--- config.mk ---
export PLATFORM = sky130hd
export DESIGN_NAME = lcgpn_ram
export DESIGN_NICKNAME = d
export VERILOG_FILES = /design/src/rtl/core/lcg_permutation_noise_positions_macros.svh /design/src/rtl/core/lcgpn_ram.sv
export SDC_FILE = /design/constraint.sdc
export NUM_CORES = 1
export LEC_CHECK = 0
export BUFFER_PORTS_ARGS = -buffer_cell sky130_fd_sc_hd__buf_2
export CAP_MARGIN = 20
export CORE_MARGIN = 2
export CORE_UTILIZATION = 58
export DETAILED_ROUTE_END_ITERATION = 12
export PLACE_DENSITY = 0.76
export SLEW_MARGIN = 40
export SYNTH_ARGS = -nofsm -noshare
export SYNTH_HDL_FRONTEND = slang
export SYNTH_SLANG_ARGS = --single-unit
--- constraint.sdc ---
create_clock -name clk -period 2.3 [get_ports clk]
set_clock_uncertainty 0.1 [all_clocks]
set_input_delay 0.23 -clock clk [delete_from_list [all_inputs] [get_ports clk]]
set_output_delay 0.23 -clock clk [all_outputs]
set_load 0.02 [all_outputs]
--- src/rtl/core/lcg_permutation_noise_positions_macros.svh ---
// ----------------------------------------------------------------------------
// lcg_permutation_noise_positions assertion macros
// Concurrent check macros on clk, disabled while arst_n is low.
// ----------------------------------------------------------------------------
`ifndef LCG_PERMUTATION_NOISE_POSITIONS_MACROS_SVH
`define LCG_PERMUTATION_NOISE_POSITIONS_MACROS_SVH

`ifndef SYNTHESIS

// same-cycle implication
`define LCGPN_ASSERT_IMP(label, ante, cons, msg) \
	label: assert property (@(posedge clk) disable iff (!arst_n) (ante) |-> (cons)) \
		else $error(msg);

// next-cycle implication
`define LCGPN_ASSERT_NXT(label, ante, cons, msg) \
	label: assert property (@(posedge clk) disable iff (!arst_n) (ante) |=> (cons)) \
		else $error(msg);

`else

`define LCGPN_ASSERT_IMP(label, ante, cons, msg)
`define LCGPN_ASSERT_NXT(label, ante, cons, msg)

`endif

`endif

--- src/rtl/core/lcgpn_ram.sv ---
// ----------------------------------------------------------------------------
// lcgpn_ram
// Generic single-write, single-read RAM with registered read data.
// ----------------------------------------------------------------------------
`default_nettype none

module lcgpn_ram #(
	parameter int WIDTH = 8,
	parameter int DEPTH = 16,
	localparam int AW = $clog2(DEPTH)
) (
	input  wire logic             clk,
	input  wire logic             we,
	input  wire logic [AW-1:0]    waddr,
	input  wire logic [WIDTH-1:0] wdata,
	input  wire logic             re,
	input  wire logic [AW-1:0]    raddr,
	output logic      [WIDTH-1:0] rdata
);

	logic [WIDTH-1:0] mem [DEPTH];

	// write port
	always_ff @(posedge clk) begin
		if (we) begin
			mem[waddr] <= wdata;
		end
	end

	// read port, data held while re is low
	always_ff @(posedge clk) begin
		if (re) begin
			rdata <= mem[raddr];
		end
	end

endmodule

`default_nettype wire

**After elaboration in Yosys (flattened, before gate mapping)**

Memories as Yosys holds them, arrays and structs flattened. A register that Yosys moved wholly into a read port is not among the register bits.
Index checks and enable logic that the tools add are counted.

- Mux-type cells: 2

Operators by type and width:

| kind | count |
|---|---|
| 1-bit two-way mux | 2 |

- Bits of input ports: 19
- Flip-flop bits (word level): 0
- Output and inout port bits: 8
- Memories kept: 1
- Word-level logic and storage cells: 3
- Memory bits (writable): 128

Memories:

| memory | depth | bits a word | read ports | clocked after memory_dff | write ports | RTL line | source |
|---|---|---|---|---|---|---|---|
| mem | 16 | 8 | 1 | 1 | 1 | lcgpn_ram.sv:21 | `logic [WIDTH-1:0] mem [DEPTH];` |

**Depth between registers and ports, before layout**

- Word-level depth: 2
- Depth in mapped cells: 5
- Depth with buffers taken out: 3

**Worst setup path after synthesis**

No wires, ideal clock.

- Kind: input-to-reg
- From: input port waddr[2]
- To: memory mem[0][0], enable pin
- Stages on the path: 2
- Setup time: 383 ps
- Arrival time: 1340 ps
- Path buffers: 0
- Slack: 477 ps
- Data required time: 1817 ps
- Cell sequence: or3b_2 > nor3_1

RTL lines:

| what | RTL line | source |
|---|---|---|
| from (decl) | lcgpn_ram.sv:14 | `input wire logic [AW-1:0] waddr,` |
| to (decl) | lcgpn_ram.sv:21 |  |

No word-level cell before the write port.

==> results.yml <==
outcome:
  run_status: "complete, no violations"
worst_setup_path:
  r2r_slack_ns: 0.60
  path_cells: "mux4_1 > a22oi_1 > nand2_1"
  reg2reg_depth: 3
  path_class: "reg2reg"
  reg2reg_from: "mem[2][3]$_DFFE_PP_"
  slowest_delay_ns: 0.57
  crit_slowest_cell: "mux4_1"
  rr_endpoint: "rdata[3]$_DFFE_PP_"
  crit_path_start_kind: "flop"
  crit_required_ns: 2.45
  worst_setup_path_end_kind: "flop"
  path_max_fanout: 1
  critPathArrivalTime_ns: 1.85
finish:
  design_area_um2: 6190
  postLayoutCoreUtil_pct: 71.0
  fillCellCount: 496
  fin_nets: 305
  diodes: 0
  regArea_um2: 4080
  drive_above_1_share_pct: 31.4
  area_delta_synth_final_pct: 18.5
  multi_input_area_um2: 1060
clocking:
  cts.path.max_buffers: 2
  cts-buffers-inserted: 17
  clk_pin_slew_ns: 0.06
  htreeDepth: 4
  clock_latency_ns: 0.51
  cts_hold_buf: 3
  cts_sinks: 136
  cts_resized: 0
  cts-root-buf: "clkbuf_8"
  tritoncts: "yes"
  cts_setup_buffers: 0
die:
  initial_core_util_pct: 59.9
  core_area_um2: 8720
  rows: 34
  die_y_um: 98.9
  die_area_um2: 9790
  ioPinCount: 27
  die-width_um: 98.9
synthesis:
  synth_common_cells: "136 x edfxtp_1, 18 x mux4_2, 16 x a22oi_1"
  async_flop_share_pct: 0
  seq_area_frac_synth_pct: 78.1
  synth.avg_cell_area_um2: 22.8
  synthesis.nets: 248
  ys.warnings.count: 0
  synth_cells: 229
  synthDominantCellAreaShare_pct: 78.1
  ys_types: 18
  synthFlopType: "edfxtp_1"
  synth_enable_flop_cells: 136
  syn-cell-area_um2: 5230
  synth_most_common_cell: "edfxtp_1"
  synthTopCellsByArea: "edfxtp_1 78%, mux4_2 7.8%, mux4_1 7.0%"
  post-synth-top-area-cell: "edfxtp_1"
  synth-seq-cells: 136
flow_run:
  max_cap_viol_count: 0
grt:
  grt_pass1_wl_mm: 16.4
  gr-usage-all-layers_pct: 24.2
  grt_pass1_vias: 2599
  antenna_found_initial: 0
  grt_overflow: 0
  grt_max_degree: 33
min_path:
  min_path_cells: 1
  holdCritPathClass: "in2reg"
  min_to: "mem[15][1]$_DFFE_PP_"
  min-delay-start: "wdata[1]"
power_and_ir_drop:
  leakagePower_nw: 2.10
  power_mw: 5.76
  p_per_area_nw_per_um2: 930
  peakVddDrop_v: 0.000777
routing:
  wl_per_cell_um: 26.5
  routed.top_layer: "met4"
  route.met3.wl_um: 897
  wl_met2_mm: 5.28
  drt_first_pass_iters: 4
  ant_nets: 0
  drt_wl_total_mm: 10.8
  vias: 2595
  m1WireLength_mm: 4.37
  drt-initial-drc-count: 258
  drc: 0
  vias_per_cell: 6.38
sta:
  maxSlewViolCount: 0
  fin_hold_ws_ns: 0.0182
  finalCriticalPeriod_ns: 1.70
  setup_viol: 0
  period_share_pct: 74.1
  worst_pin_slew_ns: 0.612
  finalHoldViolations: 0
  finalSetupTns_ns: 0
  max_freq_mhz: 587
  rsz0062_at_grt: "no"
  relSlewSlack_pct: 59.0
placement:
  place_area_um2: 5570
  port_buffers: 26
  gp_congestion: 0.751
  dp.final_hpwl_mm: 5.95
==> how the worst max path moves through the flow <==
stage	to	startpoint	cells after the start
global route	rdata[3]$_DFFE_PP_	mem[2][3]$_DFFE_PP_	3
detailed placement	rdata[3]$_DFFE_PP_	raddr[0]	5
global placement	rdata[1]$_DFFE_PP_	raddr[0]	5
CTS	rdata[3]$_DFFE_PP_	mem[1][3]$_DFFE_PP_	3
finish	rdata[3]$_DFFE_PP_	mem[2][3]$_DFFE_PP_	3
floorplan	mem[0][0]$_DFFE_PP_	waddr[2]	2
==> sequential cells by signal (all words and copies together), names as in the netlist <==
name   flops
mem      128
rdata      8
==> worst max-delay path, delay by kind of cell, from the launching register on <==
family          cells  cell delay, ns
flops               1            0.42
simple gates        1            0.11
mux                 1            0.57
compound gates      1            0.25
==> power by group <==
| part | total [mW] | switching (mW) | internal, mW |
|---|---|---|---|
| registers | 2.81 | 0.0185 | 2.79 |
| logic | 0.272 | 0.160 | 0.113 |
| clock network | 2.67 | 1.02 | 1.66 |
| total | 5.76 | 1.20 | 4.56 |
==> layout make-up <==
class                   instances  area share (%)
clock inverters                14            2.77
multi-input cells              83            17.1
well taps                     108            2.18
clock buffers                  18            6.75
repair buffers                 48            5.29
flip-flops and latches        136            65.9
==> layer usage <==
metal / track usage, % / vias up
li1: - / 1097
met1: 35.3 / 1338
met2: 36.7 / 141
met3: 6.17 / 19
met4: 7.90 / 0
met5: 0 / -
==> layout by cell type, fill, tap and decap left out, drive strengths merged, types with 4 or more instances in the layout <==
cell      synthesis  routed
a22oi            16      16
buf               7      45
clkbuf            0      18
clkinvlp          0       5
edfxtp          136     136
inv               0       4
mux4             32      32
nand2             9       9
nor2             13      13
nor3              4       4
==> cells by family after synthesis <==
| group | Yosys count | share of synthesized area, % |
|---|---|---|
| AO/OA/AOI/OAI | 16 | 2.30 |
| flip-flops | 136 | 78.1 |
| buffers and inverters | 10 | 1.65 |
| AND/OR/NAND/NOR | 35 | 3.14 |
| multiplexers | 32 | 14.8 |
==> metrics by stage <==
step                setup slack [ns]  instances
floorplan                      0.477        229
global placement               0.372        372
detailed placement             0.360        372
CTS                            0.590        407
global route                   0.564        407
finish                         0.596        407
No activity file was read; power rests on OpenSTA's default activity.
